===== src/rtl/core/stt_pkg.sv =====
`default_nettype none
package stt_pkg;

	// table geometry
	localparam int INDEX_BITS = 16;
	localparam int SLOT_COUNT = 1 << INDEX_BITS;

	// register reset
	localparam logic [14:0] MATE_BOUND_RESET = 15'd29000;

	// operation codes
	localparam logic OP_PROBE = 1'b0;
	localparam logic OP_STORE = 1'b1;

	// bound kinds
	localparam logic [1:0] KIND_EXACT = 2'd0;
	localparam logic [1:0] KIND_LOWER = 2'd1;
	localparam logic [1:0] KIND_UPPER = 2'd2;

	// one request as it travels from front to back
	typedef struct packed {
		logic               func;
		logic [63:0]        key;
		logic signed [7:0]  depth;
		logic signed [15:0] score;
		logic signed [15:0] alpha;
		logic signed [15:0] beta;
		logic [1:0]         kind;
		logic [15:0]        move;
		logic [7:0]         ply;
	} stt_item_t;

	// one table slot
	typedef struct packed {
		logic               valid;
		logic [63:0]        key;
		logic [15:0]        move;
		logic [1:0]         kind;
		logic signed [7:0]  depth;
		logic signed [15:0] score;
	} stt_slot_t;

	// mate score shift by ply, toward the root on store, away from it on probe
	function automatic logic signed [15:0] stt_mate_adjust(
		input logic signed [15:0] s,
		input logic [7:0]         ply,
		input logic               toward_root,
		input logic [14:0]        bound
	);
		logic signed [17:0] s18;
		logic signed [17:0] ply18;
		logic signed [17:0] sum;
		logic [16:0]        mag;
		logic               pos;
		logic               add;
		s18   = 18'(s);
		ply18 = signed'({10'b0, ply});
		mag   = s[15] ? 17'(-s18) : 17'(s18);
		pos   = !s[15] && (s != 16'sd0);
		add   = (pos == toward_root);
		sum   = s18;
		if (mag >= {2'b00, bound}) begin
			sum = add ? (s18 + ply18) : (s18 - ply18);
		end
		if (sum > 18'sd32767) begin
			return 16'sh7FFF;
		end else if (sum < -18'sd32768) begin
			return 16'sh8000;
		end
		return sum[15:0];
	endfunction

endpackage
`default_nettype wire


===== src/rtl/core/stt_if.sv =====
`default_nettype none
// request channel
interface stt_in_if;
	import stt_pkg::*;
	logic               valid;
	logic               ready;
	logic               func;
	logic [63:0]        position_key;
	logic signed [7:0]  search_depth;
	logic signed [15:0] score_in;
	logic signed [15:0] alpha_bound;
	logic signed [15:0] beta_bound;
	logic [1:0]         bound_kind;
	logic [15:0]        move_in;
	logic [7:0]         ply_now;
	modport source (output valid, func, position_key, search_depth, score_in, alpha_bound,
		beta_bound, bound_kind, move_in, ply_now, input ready);
	modport sink (input valid, func, position_key, search_depth, score_in, alpha_bound,
		beta_bound, bound_kind, move_in, ply_now, output ready);
endinterface

`default_nettype wire


===== src/rtl/core/stt_front.sv =====
`default_nettype none
module stt_front (
	stt_in_if.sink           in_ch,
	input  wire logic        clearing,
	input  wire logic        q_full,
	input  wire logic [14:0] mate_bound,
	output stt_pkg::stt_item_t push_item,
	output logic             push
);
	import stt_pkg::*;

	// take items only when the queue has room and the table is cleared
	assign in_ch.ready = !clearing && !q_full;
	assign push        = in_ch.valid && in_ch.ready;

	// pass the request on and pre-adjust a store score toward the root
	always_comb begin
		push_item.func  = in_ch.func;
		push_item.key   = in_ch.position_key;
		push_item.depth = in_ch.search_depth;
		push_item.score = in_ch.score_in;
		push_item.alpha = in_ch.alpha_bound;
		push_item.beta  = in_ch.beta_bound;
		push_item.kind  = in_ch.bound_kind;
		push_item.move  = in_ch.move_in;
		push_item.ply   = in_ch.ply_now;
		if (in_ch.func == OP_STORE) begin
			push_item.score = stt_mate_adjust(in_ch.score_in, in_ch.ply_now, 1'b1, mate_bound);
		end
	end
endmodule
`default_nettype wire


===== src/flat_wrapper.sv =====
// flat-port wrapper written by rule: the top's interface ports become plain ports
module stt_front_flat import stt_pkg::*;
  (clearing, q_full, mate_bound, push_item, push, in_ch_valid, in_ch_func, in_ch_position_key, in_ch_search_depth, in_ch_score_in, in_ch_alpha_bound, in_ch_beta_bound, in_ch_bound_kind, in_ch_move_in, in_ch_ply_now, in_ch_ready);
  stt_in_if in_ch_i ();
  input  wire logic clearing;
  input  wire logic q_full;
  input  wire logic [14:0] mate_bound;
  output stt_pkg::stt_item_t push_item;
  output logic push;
  input wire logic [$bits(in_ch_i.valid)-1:0] in_ch_valid;
  input wire logic [$bits(in_ch_i.func)-1:0] in_ch_func;
  input wire logic [$bits(in_ch_i.position_key)-1:0] in_ch_position_key;
  input wire logic [$bits(in_ch_i.search_depth)-1:0] in_ch_search_depth;
  input wire logic [$bits(in_ch_i.score_in)-1:0] in_ch_score_in;
  input wire logic [$bits(in_ch_i.alpha_bound)-1:0] in_ch_alpha_bound;
  input wire logic [$bits(in_ch_i.beta_bound)-1:0] in_ch_beta_bound;
  input wire logic [$bits(in_ch_i.bound_kind)-1:0] in_ch_bound_kind;
  input wire logic [$bits(in_ch_i.move_in)-1:0] in_ch_move_in;
  input wire logic [$bits(in_ch_i.ply_now)-1:0] in_ch_ply_now;
  output wire logic [$bits(in_ch_i.ready)-1:0] in_ch_ready;
  assign in_ch_i.valid = in_ch_valid;
  assign in_ch_i.func = in_ch_func;
  assign in_ch_i.position_key = in_ch_position_key;
  assign in_ch_i.search_depth = in_ch_search_depth;
  assign in_ch_i.score_in = in_ch_score_in;
  assign in_ch_i.alpha_bound = in_ch_alpha_bound;
  assign in_ch_i.beta_bound = in_ch_beta_bound;
  assign in_ch_i.bound_kind = in_ch_bound_kind;
  assign in_ch_i.move_in = in_ch_move_in;
  assign in_ch_i.ply_now = in_ch_ply_now;
  assign in_ch_ready = in_ch_i.ready;
  stt_front u_core (.in_ch(in_ch_i), .clearing(clearing), .q_full(q_full), .mate_bound(mate_bound), .push_item(push_item), .push(push));
endmodule

===== config.mk =====
export PLATFORM = sky130hd
export DESIGN_NAME = stt_front_flat
export DESIGN_NICKNAME = d
export VERILOG_FILES = /design/src/rtl/core/stt_pkg.sv /design/src/rtl/core/stt_if.sv /design/src/rtl/core/stt_front.sv /design/src/flat_wrapper.sv
export SDC_FILE = /design/constraint.sdc
export NUM_CORES = 1
export LEC_CHECK = 0
export BUFFER_PORTS_ARGS = -buffer_cell sky130_fd_sc_hd__buf_2
export CAP_MARGIN = 20
export CORE_ASPECT_RATIO = 0.5
export CORE_MARGIN = 10
export CORE_UTILIZATION = 38
export DETAILED_ROUTE_END_ITERATION = 7
export PLACE_DENSITY_LB_ADDON = 0.12
export SLEW_MARGIN = 20
export SYNTH_ARGS = -nofsm -noshare
export SYNTH_HDL_FRONTEND = slang
export SYNTH_SLANG_ARGS = --single-unit

===== constraint.sdc =====
create_clock -name vclk -period 4.3
set_input_delay 0.215 -clock vclk [all_inputs]
set_output_delay 0.215 -clock vclk [all_outputs]
set_load 0.005 [all_outputs]

* Word level (Yosys, flattened, before mapping)
Index checks and enable logic that the tools add are counted.
** Storage, ports and cells
- Register bits :: 0
- Bits in latches :: 0
- Bits in writable memories :: 0
- Bits in read-only memories :: 0
- Bits of input ports :: 165
- Output and inout bits :: 149
- Memories kept :: 0
** Operators by class
- Add/sub/neg operators :: 3
- $mul :: 0
- Div/mod/pow operators :: 0
- Magnitude comparators :: 3
- Equality and inequality tests :: 0
- Shift operators :: 0
- Muxes and demuxes :: 11
- Bitwise logic cells :: 0
- Reduce and logical (&&, ||, !) cells :: 7
** Operators by type and width (count)
- 16-bit two-way mux :: 4
- 18-bit two-way mux :: 3
- 18-bit by 16-bit > comparator with 1-bit output (second input constant) :: 1
- 18-bit by 16-bit < comparator with 1-bit output (second input constant) :: 1
- 16-bit by 9-bit adder with 17-bit output :: 1
- 17-bit by 15-bit >= comparator with 1-bit output :: 1
- 17-bit two-way mux :: 1
- 16-bit negation with 17-bit output :: 1
- 16-bit by 9-bit subtractor with 17-bit output :: 1
- 16-bit nonzero test :: 1
- 1-bit logical AND :: 3
- 1-bit zero test :: 3
- 1-bit two-way mux :: 3

* Longest topological paths before layout
Gate-level depths: netlist (run 1).
- Depth in word-level cells :: 11
- Mapped depth :: 16
- Mapped depth without buffers :: 14

* Worst setup path before layout (run 1)
No wires, ideal clock.
- Kind :: input to output
- Start point :: input in_ch_ply_now[2]
- End point :: output push_item[65] in the netlist's numbering
- Arrival time :: 3530 ps
- Data required time :: 4085 ps
- Setup slack :: 555 ps
- Stages on the path :: 13
- Path buffers :: 1
- Cell sequence :: nor2_1 -> nor4b_1 -> nor3b_1 -> ha_1 -> mux2_2 -> ha_1 -> a211oi_1 -> a211oi_1 -> o31ai_4 -> xnor2_4 -> buf_6 -> o21ai_1 -> a21oi_2
** RTL lines
- start: declaration :: RTL line flat_wrapper.sv:19 : input wire logic [$bits(in_ch_i.ply_now)-1:0] in_ch_ply_now;
- end: declaration :: RTL line flat_wrapper.sv:8 : output stt_pkg::stt_item_t push_item;

==> impl_results.md, run 1 <==
* Die width at 150 um
* Antenna Cells at 0
* Antenna-violating nets left at 0
* Crit path DAT at 3.87 ns
* Power per cell area at 178 mW/mm2
* Initial core utilization at 39.4%
* Pins Over Slew Limit at 0
* DR vias/cell at 5.38
* Wire per inst at 26.5 um
* DR vias at 2721
* Crit start category: primary input
* Initial DRC count at 165
* Max FO, Critical Path at 9
* Core area at 0.00809 mm2
* Worst setup margin at 0.218 ns
* GPL Wtd Cong at 0.851
* Setup-failing EPs final at 0
* Sequential-to-total area share from yosys stat at 0%
* VDD IR max at 0.0000432 V
* Worst Setup End Kind: output pin
* LEAKAGE at 0.00133 uW
* FILL cells at 883
* First-pass GRT wire length at 18000 um
* Worst setup startpoint: in_ch_score_in[1]
* Final cell count without fillers at 506
* Synth cell types at 60
* Chip height at 84.8 um
* Fmax at 0.245 GHz
* Die ar. at 0.0127 mm2
* Yosys warns at 0
* Avg Cell Area, Syn at 7.33 um2
* DRC viols at 0
* Net count after synthesis at 635
* I/O pins at 314
* Status: finished, final reports clean
* Clock buffers at 0
* GRT Util Overall at 18.2%
* Final HPWL DP at 12000 um
* Setup CP Type: primary input to output pin
* Mapped Cells at 435
* Min-Delay Path Class: primary input to output pin
* MaxCap Viol Count at 0
* Vias in the first global route at 2582
* Cells after DPL at 491
* Slew margin rel. at 62.0%
* Setup_tns at 0 ns
* Layout cells sized above 1 at 33.8%
* WP data required at 4.09 ns
* Post-route clock period utilization at 94.9%
* Synth-to-Final Area Change at -8.40%
* Setup crit end: push_item[71]
* Register area at 0 um2
* I/O Buffers at 70
* Hold Fails Final Rpt at 0
* Initial antenna violation count at 0
* Slew @ Worst Pin at 0.564 ns
* Final worst path period need at 4.08 ns
* Total power at 520 uW
* Fin nets at 596
* Seq Cell Count at 0
* Total grt overflow at 0
* Final hold slack at 0.430 ns
* Core Rows at 23
* Drt total wl at 13400 um
* Post-Syn Area at 0.00319 mm2
* Post-Place Setup Slack at 0.0503 ns
* 1st-pass router iterations at 4
* Largest net degree at the start of global routing at 20
==> report_power, final <==
part / switching, uW / leakage [uW] / internal, uW
logic: 287 / 0.00133 / 233
clock network: 0 / 0 / 0
registers: 0 / 0 / 0
total: 287 / 0.00133 / 233
==> per-stage QoR <==
stage	area [um2]	util, %
2_1_floorplan	3190	-
3_3_place_gp	2750	33.9
3_5_place_dp	2750	33.9
4_1_cts	2750	33.9
5_1_grt	2920	36.1
6_report	2920	36.1
==> critical path, stage by stage <==
cell      delay [ns]
buf_2           0.13
inv_1           0.12
ha_1            0.22
nor4b_4         0.31
a41oi_4         0.23
buf_4           0.22
nor2_1          0.10
xor2_1          0.08
ha_1            0.34
nand3_1         0.13
a21boi_1        0.27
o211ai_1        0.18
buf_4           0.19
o211ai_1        0.26
nand3_4         0.21
buf_4           0.21
o22ai_1         0.23
a21oi_2         0.08
buf_2           0.13
==> layout by cell type, fill, tap and decap left out, types with 3 or more instances in the layout <==
cell / n
xnor2_2: 3
a21o_1: 6
nor3_1: 5
or3_1: 3
buf_2: 70
buf_4: 27
inv_1: 25
nand2b_1: 4
a21oi_1: 23
or4_1: 3
o211ai_1: 5
xnor2_1: 22
nand2_1: 19
o21ai_0: 16
o21ai_1: 8
o31ai_1: 4
ha_1: 33
xor2_1: 6
a21oi_2: 10
nor2_1: 39
nand3_1: 6
==> layer usage <==
metal | track usage [%] | vias to the layer above | share of wire [%] | wire length, um
li1 | - | 1306 | - | -
met1 | 16.4 | 1240 | 30 | 3990
met2 | 34.0 | 173 | 52 | 6920
met3 | 12.9 | 2 | 18 | 2420
met4 | 0.974 | 0 | 0.58 | 78
met5 | 0.769 | - | 0 | 0
==> synth_stat cells (4+ instances only) <==
cell / number / area share, %
nand2_1: 19 / 2.2
inv_1: 25 / 2.9
nor3_1: 5 / 0.79
xor2_1: 6 / 1.6
a21o_1: 6 / 1.4
nand3_1: 6 / 0.94
o21ai_1: 8 / 1.3
o31ai_1: 4 / 0.94
xnor2_1: 23 / 6.3
o211ai_1: 5 / 1.2
o21ai_0: 16 / 2.5
a21oi_1: 23 / 3.6
a21oi_2: 10 / 2.7
ha_1: 34 / 13
nor2_1: 40 / 4.7
nand2b_1: 4 / 0.79
buf_4: 131 / 31
==> what timing repair did <==
| action | CTS | global route |
|---|---|---|
| gates resized for setup | 0 | 8 |
| buffers inserted | 0 | 13 |
| setup endpoints to repair | 0 | 15 |
| hold buffers | 0 | 0 |
==> area by class of cell <==
cell class | instances | area, um2 | area share (%)
tap | 112 | 140 | 4.80
multi-input combinational | 272 | 2130 | 73.0
inverter | 25 | 93.8 | 3.21
timing repair buffer | 97 | 553 | 18.9
==> cells by family after synthesis <==
kind of cell	count (synthesis)	share of synthesized area [%]
AOI/OAI and AO/OA	104	24.0
buffers and inverters	165	35.5
muxes	4	1.33
adders and majority gates	35	14.0
xor gates and xnor gates	31	9.34
and+or+nand+nor	96	15.9
==> how the worst min path moves through the flow <==
stage	cells past startpoint	slack (ns)	from	end
after floorplan	1	0.46	clearing	in_ch_ready
after global placement	0	0.43	in_ch_move_in[15]	push_item[23]
after detailed placement	0	0.43	in_ch_move_in[15]	push_item[23]
after CTS	0	0.43	in_ch_move_in[15]	push_item[23]
after global routing	0	0.43	in_ch_position_key[23]	push_item[105]
final	0	0.43	in_ch_search_depth[6]	push_item[80]
(Power assumes the default switching activity.)
==> run 2: changes to the inputs <==
- PLACE_DENSITY_LB_ADDON: 0.12 -> 0.25
==> run 2 against run 1 <==
Utilization down 1.6 points. Combinational power decreased by 7.7%. Sequential share of layout area unchanged. Maximum frequency about the same. Worst hold slack barely moved. Global-route usage is 1.6 points lower. Via count down 6.1%. Die area stayed put. Routed wire length shrank 11%. Non-clock buffer count is 11 lower. Setup slack improved by 0.00056 ns. Critical endpoint is now push_item[72]. Largest cell class unchanged. Largest power group unchanged.
==> impl_results.md, run 2 (synthesis gave the netlist of run 1 again) <==
* Status: finished, final reports clean
* Setup-failing EPs final at 0
* Register area at 0 um2
* RSZ-0062 raised after global routing: no
* Pins Over Slew Limit at 0
* Fin util at 34.5%
* Layout cells sized above 1 at 30.4%
* FILL cells at 900
* Worst Setup End Kind: output pin
* Slew margin rel. at 64.5%
* Worst setup margin at 0.219 ns
* MaxCap Viol Count at 0
* Post-route clock period utilization at 94.9%
* Final cell count without fillers at 493
* Post-Place Setup Slack at 0.0926 ns
* Max FO, Critical Path at 14
* GPL Wtd Cong at 0.850
* CTS Hold Buffers Added at 0
* Antenna-violating nets left at 0
* Clock buffers at 0
* Crit-path cells: buf_2, inv_1, ha_1, nor4b_4, a41oi_4, buf_4, a41oi_4, ha_1, nand3_1, or4bb_1, o22a_1, o31ai_4, xnor2_4, buf_12, a21boi_4, buf_4, a21oi_1, buf_2
* VDD IR max at 0.0000439 V
* Power per cell area at 172 mW/mm2
* Initial DRC count at 147
* Initial core utilization at 39.4%
* Total grt overflow at 0
* Fin nets at 583
* Die ar. at 0.0127 mm2
* LEAKAGE at 0.00127 uW
* Vias in the first global route at 2505
* Min-Delay Path Class: primary input to output pin
* Seq Cell Count at 0
* DR vias at 2554
* GRT Util Overall at 16.6%
* Core area at 0.00809 mm2
* DRC viols at 0
* I/O Buffers at 70
* Setup_tns at 0 ns
* Crit-path max cell delay at 0.55 ns
* Cells after DPL at 489
* Chip height at 84.8 um
* Core Rows at 23
* Setup CP Type: primary input to output pin
* Slew @ Worst Pin at 0.527 ns
* 1st-pass router iterations at 4
* Antenna Cells at 0
* Initial antenna violation count at 0
* WP data required at 4.09 ns
* Most frequent cells in the layout: buf_2 (70), nor2_1 (40), ha_1 (34)
* Final HPWL DP at 10900 um
* Drt total wl at 11900 um
* Crit path DAT at 3.87 ns
* Hold Fails Final Rpt at 0
* Die width at 150 um
* First-pass GRT wire length at 16800 um
* Final worst path period need at 4.08 ns
* Crit path max-delay cell type: or4bb_1
* I/O pins at 314
* Crit start category: primary input
* Synth-to-Final Area Change at -12.4%
* Largest net degree at the start of global routing at 21
* Fmax at 0.245 GHz
* DR vias/cell at 5.18
* Wire per inst at 24.1 um
* Commonest non-fill, non-tap cell in the layout: buf_2
-- run 2: cell count changes in the layout (fill, tap and decap cells not counted), sizes merged --
| cell | delta |
|---|---|
| buf | -11 |
| xnor2 | -1 |
| a41oi | -1 |
-- run 2: area by class of cell --
cell class	count	area (um2)	area share [%]
inverter	25	93.8	3.36
multi-input combinational	270	2070	74.3
tap	112	140	5.02
timing repair buffer	86	483	17.3
-- run 2: what timing repair did --
| item | in CTS | in global routing |
|---|---|---|
| buffers inserted | 0 | 4 |
| gates resized for setup | 0 | 3 |
| setup endpoints to repair | 0 | 15 |
-- run 2: worst paths after layout --
check | end | depth (start not counted) | slack [ns] | start
hold / removal | push_item[19] | 0 | 0.43 | in_ch_move_in[11]
setup / recovery | push_item[72] | 18 | 0.22 | in_ch_score_in[1]
-- run 2: critical path, delay by kind of cell --
kind                     cells  cell delay, ns
AO/OA/AOI/OAI                6            1.02
XOR/XNOR                     1            0.17
adder cells (fa/ha/maj)      2            0.58
buffers and inverters        6            0.92
AND/OR/NAND/NOR              3            0.95
-- run 2: layer usage --
| layer | vias to the layer above | GRT usage [%] | share of wire, % |
|---|---|---|---|
| met5 | - | 1.15 | 0 |
| met4 | 0 | 0.443 | 0.28 |
| met3 | 2 | 13.7 | 21 |
| met1 | 1121 | 14.6 | 29 |
| met2 | 157 | 30.4 | 50 |
| li1 | 1274 | - | - |
-- run 2: where the power goes --
part	total (uW)	leakage, uW	internal [uW]	switching, uW
logic	480	0.00127	215	265
clock network	0	0	0	0
registers	0	0	0	0
-- run 2: stage by stage --
step                power, uW  instance area (um2)  hold slack (ns)
finish                    480                 2790            0.430
global route              538                 2790            0.430
CTS                       464                 2730            0.430
detailed placement        461                 2730            0.430
global placement          464                 2730            0.430
floorplan                 418                 3190            0.462
