[config.mk]
export PLATFORM = sky130hd
export DESIGN_NAME = stt_queue
export DESIGN_NICKNAME = d
export VERILOG_FILES = /design/src/rtl/core/stt_pkg.sv /design/src/rtl/core/stt_queue.sv
export SDC_FILE = /design/constraint.sdc
export NUM_CORES = 1
export LEC_CHECK = 0
export BUFFER_PORTS_ARGS = -buffer_cell sky130_fd_sc_hd__buf_2
export CORE_MARGIN = 2
export CORE_UTILIZATION = 30
export CTS_CLUSTER_SIZE = 20
export DETAILED_ROUTE_END_ITERATION = 8
export PLACE_DENSITY = 0.6
export SLEW_MARGIN = 25
export SYNTH_ARGS = -nofsm -noshare
export SYNTH_HDL_FRONTEND = slang
export SYNTH_SLANG_ARGS = --single-unit
[constraint.sdc]
create_clock -name clk -period 8.2 [get_ports clk]
set_input_delay 1.23 -clock clk [delete_from_list [all_inputs] [get_ports clk]]
set_output_delay 1.23 -clock clk [all_outputs]
set_load 0.01 [all_outputs]
[src/rtl/core/stt_pkg.sv]
`default_nettype none
package stt_pkg;

	// table geometry
	localparam int INDEX_BITS = 16;
	localparam int SLOT_COUNT = 1 << INDEX_BITS;

	// register reset
	localparam logic [14:0] MATE_BOUND_RESET = 15'd29000;

	// operation codes
	localparam logic OP_PROBE = 1'b0;
	localparam logic OP_STORE = 1'b1;

	// bound kinds
	localparam logic [1:0] KIND_EXACT = 2'd0;
	localparam logic [1:0] KIND_LOWER = 2'd1;
	localparam logic [1:0] KIND_UPPER = 2'd2;

	// one request as it travels from front to back
	typedef struct packed {
		logic               func;
		logic [63:0]        key;
		logic signed [7:0]  depth;
		logic signed [15:0] score;
		logic signed [15:0] alpha;
		logic signed [15:0] beta;
		logic [1:0]         kind;
		logic [15:0]        move;
		logic [7:0]         ply;
	} stt_item_t;

	// one table slot
	typedef struct packed {
		logic               valid;
		logic [63:0]        key;
		logic [15:0]        move;
		logic [1:0]         kind;
		logic signed [7:0]  depth;
		logic signed [15:0] score;
	} stt_slot_t;

	// mate score shift by ply, toward the root on store, away from it on probe
	function automatic logic signed [15:0] stt_mate_adjust(
		input logic signed [15:0] s,
		input logic [7:0]         ply,
		input logic               toward_root,
		input logic [14:0]        bound
	);
		logic signed [17:0] s18;
		logic signed [17:0] ply18;
		logic signed [17:0] sum;
		logic [16:0]        mag;
		logic               pos;
		logic               add;
		s18   = 18'(s);
		ply18 = signed'({10'b0, ply});
		mag   = s[15] ? 17'(-s18) : 17'(s18);
		pos   = !s[15] && (s != 16'sd0);
		add   = (pos == toward_root);
		sum   = s18;
		if (mag >= {2'b00, bound}) begin
			sum = add ? (s18 + ply18) : (s18 - ply18);
		end
		if (sum > 18'sd32767) begin
			return 16'sh7FFF;
		end else if (sum < -18'sd32768) begin
			return 16'sh8000;
		end
		return sum[15:0];
	endfunction

endpackage
`default_nettype wire

[src/rtl/core/stt_queue.sv]
`default_nettype none
module stt_queue (
	input  wire logic      clk,
	input  wire logic      arst_n,
	input  wire logic      push,
	input  wire stt_pkg::stt_item_t push_item,
	input  wire logic      pop,
	output logic           full,
	output logic           head_valid,
	output stt_pkg::stt_item_t head_item
);
	import stt_pkg::*;

	stt_item_t  entry_q [2];
	logic       wr_ptr_q;
	logic       rd_ptr_q;
	logic [1:0] count_q;

	assign full       = (count_q == 2'd2);
	assign head_valid = (count_q != 2'd0);
	assign head_item  = entry_q[rd_ptr_q];

	// pointers and fill level
	always_ff @(posedge clk or negedge arst_n) begin
		if (!arst_n) begin
			wr_ptr_q <= 1'b0;
			rd_ptr_q <= 1'b0;
			count_q  <= 2'd0;
		end else begin
			if (push) begin
				wr_ptr_q <= !wr_ptr_q;
			end
			if (pop) begin
				rd_ptr_q <= !rd_ptr_q;
			end
			if (push && !pop) begin
				count_q <= count_q + 2'd1;
			end else if (pop && !push) begin
				count_q <= count_q - 2'd1;
			end
		end
	end

	// storage
	always_ff @(posedge clk) begin
		if (push) begin
			entry_q[wr_ptr_q] <= push_item;
		end
	end
endmodule
`default_nettype wire

## Word-level counts from Yosys, hierarchy flattened

Memories as Yosys holds them, arrays and structs flattened.
Cells that the tools add are included.
Widths: inputs -> output; s select.

- Reductions and logical operators: 8
- $add $sub $neg: 2
- Equal/unequal tests: 1
- Mux-type cells: 4

Operators by type and width:

| kind | count |
|---|---|
| $logic_not 1->1 | 4 |
| $mux 2 | 2 |
| $reduce_bool 2->1 | 2 |
| $add 2x1->2 const B | 1 |
| $eq 2x2->1 const B | 1 |
| $logic_and 1x1->1 | 2 |
| $mux 1 | 2 |
| $sub 2x1->2 const B | 1 |

- Flip-flop bits (word level): 4
- Output and inout port bits: 149
- Bits of input ports: 151
- Logic and storage cells: 19
- RAM bits: 294
- Memories: 1

Memory list:

| memory | words | bits a word | read ports | clocked after Yosys merged registers in | wr ports | RTL line | RTL |
|---|---|---|---|---|---|---|---|
| entry_q | 2 | 147 | 1 | 0 | 1 | stt_queue.sv:14 | `stt_item_t entry_q [2];` |

## Longest topological paths before layout

Gate-level depths: netlist (run 1).

- Depth after elaboration: 4
- Depth in mapped cells: 5
- Depth with buffers taken out: 5

## Worst setup path after synthesis (run 1)

Ideal clock, no wire load.

- Path kind: input to register
- Start point: input port push
- End point: memory entry_q[0][0] (netlist bit) (enable)
- Arrival: 7590 ps
- Stages: 1
- Setup time: 673 ps
- Path slack: -63 ps
- Data required time: 7527 ps
- Path buffers: 0
- Cells stage by stage: nor2b_1

- Word-level cells in the longest chain between the ends: 2

RTL lines:

| item | RTL line | RTL |
|---|---|---|
| start: declaration | stt_queue.sv:5 | `input wire logic push,` |
| $mux 1 | stt_queue.sv:46 | `if (push) begin` |
| $mux 1 (not written as such) | stt_queue.sv:47 | `entry_q[wr_ptr_q] <= push_item;` |
| end: declaration | stt_queue.sv:14 |  |

No other way between the ends.

==> results of run 1 <==
power by group:
| part | internal, mW | switching, mW | leakage [nW] |
|---|---|---|---|
| clock | 0.918 | 0.548 | 0.543 |
| combinational | 0.579 | 0.701 | 1.83 |
| sequential | 2.02 | 0.0812 | 2.81 |
| total | 3.52 | 1.33 | 5.18 |
worst min-delay path by stage:
stage                                        end  slack [ns]              startpoint
after global routing      count_q[0]$_DFFE_PN0P_        0.45                  arst_n
after global placement    count_q[1]$_DFFE_PN0P_        0.47  count_q[1]$_DFFE_PN0P_
after detailed placement  count_q[1]$_DFFE_PN0P_        0.48  count_q[1]$_DFFE_PN0P_
after CTS                 count_q[0]$_DFFE_PN0P_        0.44                  arst_n
after floorplan           count_q[1]$_DFFE_PN0P_        0.45  count_q[1]$_DFFE_PN0P_
final                     count_q[0]$_DFFE_PN0P_        0.48                  arst_n
cells by family after synthesis:
family	count (synthesis)	share of synthesized area
simple gates	5	0.002657
xor+xnor	5	0.004042
flops	298	0.8242
mux	147	0.1528
buf+inv	17	0.01513
fa+ha+maj	1	0.001155
flip-flops by register name, indices dropped and copies added, names as in the netlist:
signal	cells
entry_q	294
wr_ptr_q	1
count_q	2
rd_ptr_q	1
per-stage QoR:
step | total power [mW] | cells
4_1_cts | 4.948 | 1280
3_5_place_dp | 3.457 | 1223
5_1_grt | 5.090 | 1281
3_3_place_gp | 3.446 | 1223
6_report | 4.851 | 1282
2_1_floorplan | 3.009 | 473
per-layer routing:
metal / vias to the layer above / wire, um
met5: - / 27
met4: 4 / 583
met3: 48 / 1749
met2: 201 / 10520
met1: 2693 / 8761
li1: 2535 / -
area by class of cell:
type / instances / area, um^2
clock buffers: 43 / 900.9
multi-input cells: 158 / 1750
repair buffers: 305 / 1541
fillers: 3360 / 21660
well taps: 461 / 576.8
diodes: 2 / 5.005
flip-flops and latches: 298 / 8932
clock inverters: 14 / 195.2
inverters: 1 / 3.754
critical path, delay by kind of cell, from the launching register on:
| family | cells | cell delay (ns) |
|---|---|---|
| buffers and inverters | 2 | 0.90 |
| DFF | 1 | 0.64 |
| muxes | 1 | 0.43 |
cells in the final DEF, fill, tap and decap left out, drive strengths merged:
cell    count
buf       305
and2        1
xor2        4
mux2      147
inv         1
clkinv      9
diode       2
clkbuf     43
xnor2       1
or2         1
edfxtp    294
nor2b       2
ha          1
nor2        1
bufinv      5
dfrtp       4
==> metrics, run 1 <==
DRT Pass-1 Iters 4; DR vias 5481; Initial DRC Count ~240; CP Capture Point head_item[28]; Max clock buf depth 3; Tmin final 3.865 ns; R2R depth 2; worst reg-to-reg setup slack roughly 5.8 ns; layout cells sized above 1 0.6178; register bit total from synthesis 298; GR peak layer met2; I/O pins 300; Finished Cell Area 13910 um^2; crit start category flip-flop; met1 usage 0.1351; Post-Synthesis Cells 473; DP Area between 10000 and 15000 um^2; post-synth top area cell edfxtp_1; initial antenna violation count 3; Max Fclk 258.7 MHz; sequential share of the synthesized area 0.8242; Setup CP Type flip-flop to output port; Core Footprint 35570 um^2; share of the synthesized area in the top cell type 0.8150; Critical R2R Launch wr_ptr_q$_DFFE_PN0P_; Syn Area/Cell 22.90 um^2; area grow syn2layout 28.37%; Slew Limit Headroom 0.3373; wire per inst 16.88 um; Hold Worst Slack between 0.4 and 0.5 ns; met2 Track Usage GR 0.1802; final layout net count 947; Synth Cell Area roughly 11000 um^2; Final setup viols 0; clock sinks 298; fin crit share 0.4714; Setup Fix Bufs, Post-CTS 0; Port Buffers 299; Most used DFF post-synth edfxtp_1; row count 69; worst setup path startpoint rd_ptr_q$_DFFE_PN0P_; Hold-fix buffers, CTS 0; reg-to-reg critical path endpoint entry_q[1][127]$_DFFE_PP_; status finished, final reports clean; crit path cell chain buf_4 -> mux2_2 -> buf_2; vias in the first global route 5819; Final Util 0.3910; gr usage total 0.1098; RSZ-0062 raised after global routing no; clock skew 0.006614 ns; worst setup margin between 4 and 5 ns; Syn Nets around 630; H-tree Lvls 1; Post-route DRC 0; routed wire length 21640 um; TritonCTS clock tree done; crit-path max FO 68; TritonCTS Buffers 31; RePlAce Congestion 0.7018; max cap viols 0; vias per cell 4.275; Clock Latency Late Sink about 0.54 ns; Leakage around 5.2 nW; number of gates resized after CTS 0; YS warnings 0; Power Density 348.9 nW/um^2; Hold Path Class input pin to async pin; top post-synthesis cells by area edfxtp_1 (81%), mux2_2 (15%), buf_6 (1.2%); Slew Limit Fails 0; Worst EP arrival 2.64 ns; total gr overflow 0; Die ar. 37650 um^2; global-route wire length before repair 32520 um; met3 Usage GRT 0.03792; Max VDD drop 0.0002431 V; Root Buffer clkbuf_16; worst-path cell with the longest stage delay buf_4; Worst Path Required 6.97 ns; CP peak stage delay 0.75 ns; Distinct cells, synth 14; count leader, synth edfxtp_1; clock slew at reported path FFs 0.06 ns; async set-reset flop share out of synthesis 0.01342; Slew @ Worst Pin 0.9941 ns; Die H between 150 and 200 um; Initial Utilization 0.3046; pre-CTS setup slack 4.831 ns; Post-DP HPWL around 14000 um; element type at the critical path end output port; largest net degree at the start of global routing about 70; Post-synth EDFFs 294; Final Hold Fails 0; Die X 194.0 um; setup total negative slack 0 ns; Synth top cells by count edfxtp_1 (294), mux2_2 (147), buf_6 (12); ANT nets after route 0
(Power assumes the default switching activity.)
==> run 2: changes to the inputs <==
Clock period 8.2 ns to 3.97 ns, I/O delays scaled along.
==> run 2 against run 1 <==
Compared with the run above:
- combinational power grew 110%
- register-to-register slack lost 3.6 ns
- worst hold slack got worse by 0.21 ns
- sequential power rose by 100%
- critical path depth unchanged
- power rose by 110%
- setup slack lost 2.9 ns
- first-iteration DRC count down 15%
- critical path type unchanged
==> metrics, run 2 (synthesis gave the netlist of run 1 again) <==
TritonCTS Buffers 34; crit-path max FO 79; Clock Latency Late Sink 0.52 ns; Post-route DRC 0; Power Density about 720 nW/um^2; H-tree Lvls 2; largest net degree at the start of global routing roughly 150; total gr overflow 0; Leakage 5.173 nW; Max Fclk 393.7 MHz; Initial DRC Count between 200 and 250; Post-DP HPWL roughly 14000 um; Core Footprint 35570 um^2; Port Buffers around 300; Hold Path Class input pin to flip-flop; ANT nets after route 0; commonest non-fill, non-tap cell in the layout buf_2; worst setup path startpoint rd_ptr_q$_DFFE_PN0P_; Max clock buf depth 3; Initial Utilization 0.3046; worst reg-to-reg setup slack 2.19 ns; area grow syn2layout 28.63%; pre-CTS setup slack 1.848 ns; crit start category flip-flop; Worst EP arrival a little under 2 ns; Largest Register entry_q; I/O pins 300; DR vias 5503; commonest cells after routing, fill and taps aside buf_2 (299), edfxtp_1 (294), mux2_2 (147), clkbuf_16 (37), clkbuf_1 (7); final layout net count 950; vias in the first global route 5866; element type at the critical path end output port; Die X between 150 and 200 um; Critical R2R Launch wr_ptr_q$_DFFE_PN0P_; Setup CP Type flip-flop to output port; Die ar. 37650 um^2; RSZ-0062 raised after global routing no; Worst Path Required 3.37 ns; TritonCTS clock tree done; placed insts 1222; Slew @ Worst Pin around 0.96 ns; gr usage total 0.1126; clock sinks approximately 300; fillcell total 3307; Slew Limit Headroom 0.3608; Largest regs entry_q (294), count_q (2); vias per cell 4.286; wire per inst 16.97 um; worst setup margin 1.430 ns; Final Hold Fails 0; status finished, final reports clean; Root Buffer clkbuf_16; Max VDD drop 0.001057 V; Slew Limit Fails 0; Finished Cell Area 13930 um^2; RePlAce Congestion 0.6922; Die H 194.0 um; reg-to-reg critical path endpoint entry_q[0][26]$_DFFE_PP_; R2R depth 2; routed wire length 21780 um; initial antenna violation count 5; clock slew at reported path FFs 0.06 ns; CP Capture Point head_item[87]; fin cells 1284; global-route wire length before repair between 30000 and 40000 um; clock skew 0.01004 ns; fin crit share 0.6398; Tmin final 2.540 ns; Largest register FFs 294; DP Area roughly 13000 um^2; max cap viols 0; row count 69; DRT Pass-1 Iters 4; Final setup viols 0; setup total negative slack 0 ns; layout cells sized above 1 0.6098
run 2: cell types whose count changed in the layout (fill, tap and decap cells not counted), sizes merged:
cell         before  now
buf             305  304
clkbuf           43   44
diode             2    3
bufinv            5    2
clkinv            9   10
dlygate4sd3       0    1
clkinvlp          0    2
run 2: through the flow:
stage | utilization | power [mW] | hold slack (ns)
after CTS | 0.3916 | 10.20 | 0.2191
after global placement | 0.3612 | 7.127 | 0.4053
final | 0.3918 | 10.01 | 0.2631
after global routing | 0.3916 | 10.51 | 0.2271
after floorplan | - | 6.169 | 0.2999
after detailed placement | 0.3612 | 7.161 | 0.4103
run 2: area by class of cell:
cell class	count	area, um^2	share of cell area
diodes	3	7.507	0.0005387
clock buffers	44	952.2	0.06833
clock inverters	14	117.6	0.008440
inverters	1	3.754	0.0002694
multi-input cells	158	1750	0.1256
flip-flops and latches	298	8932	0.6410
well taps	461	576.8	0.04139
repair buffers	305	1594	0.1144
run 2: per-layer routing:
metal,vias up,share of wire,track usage
li1,2550,-,-
met1,2693,0.39,0.1306
met2,209,0.49,0.1808
met3,47,0.086,0.04557
met4,4,0.032,0.05584
met5,-,0.0012,0
run 2: critical path, cell delays in order, from the launching register on:
cell and delay [ns]:
dfrtp_4 0.44, buf_12 0.32, mux2_2 0.42, buf_2 0.15
run 2: how the worst min path moves through the flow:
| stage | startpoint | to | slack, ns | depth (start not counted) |
|---|---|---|---|---|
| 6_report | push_item[57] | entry_q[1][57]$_DFFE_PP_ | 0.26 | 1 |
| 5_1_grt | push_item[57] | entry_q[0][57]$_DFFE_PP_ | 0.23 | 1 |
| 4_1_cts | push_item[87] | entry_q[1][87]$_DFFE_PP_ | 0.22 | 1 |
| 3_5_place_dp | arst_n | wr_ptr_q$_DFFE_PN0P_ | 0.41 | 1 |
| 3_3_place_gp | arst_n | wr_ptr_q$_DFFE_PN0P_ | 0.41 | 1 |
| 2_1_floorplan | arst_n | count_q[0]$_DFFE_PN0P_ | 0.30 | 0 |
run 2: timing repair:
item                                   in CTS  in global routing
endpoints found under the hold margin       4                  0
hold buffers                                1                  0
setup buffers                               0                  0
gates resized for setup                     0                  0
run 2: power breakdown:
group          total (mW)  internal [mW]  switching, mW
clock network        2.97           1.81           1.16
logic                2.72           1.23           1.49
registers            4.31           4.18          0.129
total                10.0           7.23           2.78
==> run 3: changes to the inputs <==
Settings changed: ABC_AREA set to 1.
Clock period 3.97 ns to 2.5 ns, I/O delays scaled along.
==> run 3 against run 2 <==
Compared with the run above:
- combinational power increased by 64%
- global-route usage grew 0.11 points
- critical path type unchanged
- non-clock buffer count increased by 6
- clock-buffer cell count fell by 1
- worst hold slack got worse by 0.22 ns
- critical endpoint is now head_item[10]
- power is 59% higher
==> metrics, run 3 <==
NetSw approximately 4.5 mW; top post-synthesis cells by area edfxtp_1 (81%), mux2_2 (15%), buf_6 (1.2%); commonest cells after routing, fill and taps aside buf_2 (299), edfxtp_1 (294), mux2_2 (147), clkbuf_16 (37), clkinv_1 (10); Distinct cells, synth 14; Final setup viols 0; TritonCTS clock tree done; final layout net count 965; Setup Fix Bufs, Post-CTS 0; combinational share of power 0.279; Final Hold Fails 0; crit start category flip-flop; Synth top cells by count edfxtp_1 (294), mux2_2 (147), buf_6 (12); Syn Nets around 630; max cap viols 0; Core Footprint 35570 um^2; Synth Cell Area between 10000 and 15000 um^2; RSZ-0062 raised after global routing no; Die X 194.2 um; Largest Register entry_q; layout cells sized above 1 0.6033; Design Power 15.91 mW; Initial Utilization 0.3051; gr usage total 0.1137; Int Power between 10 and 15 mW; crit-path max FO 19; Largest regs entry_q (294), count_q (2); ANT nets after route 0; clock sinks about 300; I/O pins 300; wire per inst 16.77 um; Power Density between 1000 and 1500 nW/um^2; number of gates resized after CTS 0; row count 69; Clock Latency Late Sink roughly 0.51 ns; element type at the critical path end output port; commonest non-fill, non-tap cell in the layout buf_2; global-route wire length before repair 32980 um; clock share of power 0.291; Max clock buf depth 3; Leakage ~5.2 nW; Hold-fix buffers, CTS 1; Die H between 150 and 200 um; setup total negative slack 0 ns; Syn Area/Cell 22.51 um^2; WP buf/inv 3; Worst Min Path Start push_item[120]; worst reg-to-reg setup slack around 1.0 ns; Setup CP Type flip-flop to output port; Critical R2R Launch wr_ptr_q$_DFFE_PN0P_; TritonCTS Buffers 34; total gr overflow 0; Hold Path Class input pin to flip-flop; Tmin final 2.282 ns; DRT Pass-1 Iters 4; switching share of total power 0.2798; count leader, synth edfxtp_1; Initial DRC Count 247; Reg power frac 0.429; Hold Worst Slack 0.04686 ns; Slew Limit Fails 0; Final Util 0.3941; worst-path cell with the longest stage delay dfrtp_4; post-synth top area cell edfxtp_1; Max VDD drop 0.0007981 V; Slew @ Worst Pin 0.5204 ns; async set-reset flop share out of synthesis 0.01342; Post-route DRC 0; status finished, final reports clean; Most used DFF post-synth edfxtp_1; Die ar. 37710 um^2; Max Fclk 438.2 MHz; Inserted Diodes 0; WHS Path Cells 1; Slew Limit Headroom 0.6531; Worst Path Required 2.12 ns; reg-to-reg critical path endpoint entry_q[1][24]$_DFFE_PP_; vias in the first global route 5900; Worst EP arrival ~1.9 ns; DR vias 5519; placed insts approximately 1200; clock skew 0.01104 ns; register bit total from synthesis 298; crit path cell chain buf_12 -> buf_4 -> mux2_2 -> buf_2; Post-synth EDFFs approximately 290; vias per cell 4.252; CP peak stage delay 0.44 ns; area grow syn2layout 29.19%; YS warnings 0; Post-Synthesis Cells 482; Root Buffer clkbuf_16; clock slew at reported path FFs 0.06 ns; H-tree Lvls 2; sequential share of the synthesized area 0.8229; share of the synthesized area in the top cell type 0.8137; WHS Endpoint entry_q[1][120]$_DFFE_PP_; fin cells 1298; largest net degree at the start of global routing 81; routed wire length ~22000 um; delay-heaviest family, CP buffers and inverters; R2R depth 3; Port Buffers 299; Largest register FFs 294; initial antenna violation count 2; Post-DP HPWL 14470 um; RePlAce Congestion 0.7219; fin crit share 0.9129
## run 3: cell count changes in the layout (fill, tap and decap cells not counted), sizes merged, moves of 2 or more
cell,before,now
clkinv,10,14
nand2,0,6
xor2,4,2
inv,1,7
nor2b,2,0
diode,3,0
buf,304,310
## run 3: layout make-up
class | count | area, um^2
Fill cell | 3318 | 21550
Sequential cell | 298 | 8932
Multi-Input combinational cell | 161 | 1745
Timing Repair Buffer | 311 | 1677
Clock buffer | 43 | 948.4
Tap cell | 461 | 576.8
Clock inverter | 17 | 107.6
Inverter | 7 | 30.03
## run 3: kinds of logic (layout without fill, tap and decap cells)
group | count (synthesis) | count (layout) | synth area share
DFF | 298 | 298 | 0.8229
buffers and inverters | 23 | 378 | 0.01718
adders and majority gates | 1 | 1 | 0.001153
xor gates and xnor gates | 3 | 3 | 0.002422
and+or+nand+nor | 10 | 10 | 0.003805
muxes | 147 | 147 | 0.1526
## run 3: through the flow
stage / instance area, um^2 / setup slack [ns]
after floorplan: 10860 / -0.5632
after global placement: 12950 / 0.7463
after detailed placement: 12950 / 0.7344
after CTS: 14020 / 0.1549
after global routing: 14020 / 0.1228
final: 14020 / 0.2178
## run 3: layer usage
layer / vias up / global-route usage / routed length, um
li1: 2582 / - / -
met1: 2695 / 0.1389 / 9128
met3: 40 / 0.04505 / 1605
met5: - / 0 / 13
met4: 2 / 0.03816 / 489
met2: 200 / 0.1837 / 10530
## run 3: power by group through the flow
stage / Combinational (mW) / Clock, mW / Sequential [mW]
2_1_floorplan: 2.87 / 0 / 6.94
3_3_place_gp: 4.57 / 0 / 6.90
3_5_place_dp: 4.56 / 0 / 6.94
4_1_cts: 4.58 / 4.81 / 6.84
5_1_grt: 4.82 / 4.99 / 6.92
6_report: 4.45 / 4.63 / 6.83
## run 3: worst max-delay path by stage
stage                     slack (ns)            startpoint                      end  depth (start not counted)
after detailed placement        0.73  rd_ptr_q$_DFFE_PN0P_            head_item[10]                          4
after CTS                       0.15  rd_ptr_q$_DFFE_PN0P_            head_item[10]                          4
after global placement          0.75  rd_ptr_q$_DFFE_PN0P_           head_item[143]                          4
after floorplan                -0.56  wr_ptr_q$_DFFE_PN0P_  entry_q[1][0]$_DFFE_PP_                          2
after global routing            0.12  rd_ptr_q$_DFFE_PN0P_           head_item[143]                          4
final                           0.22  rd_ptr_q$_DFFE_PN0P_            head_item[10]                          4
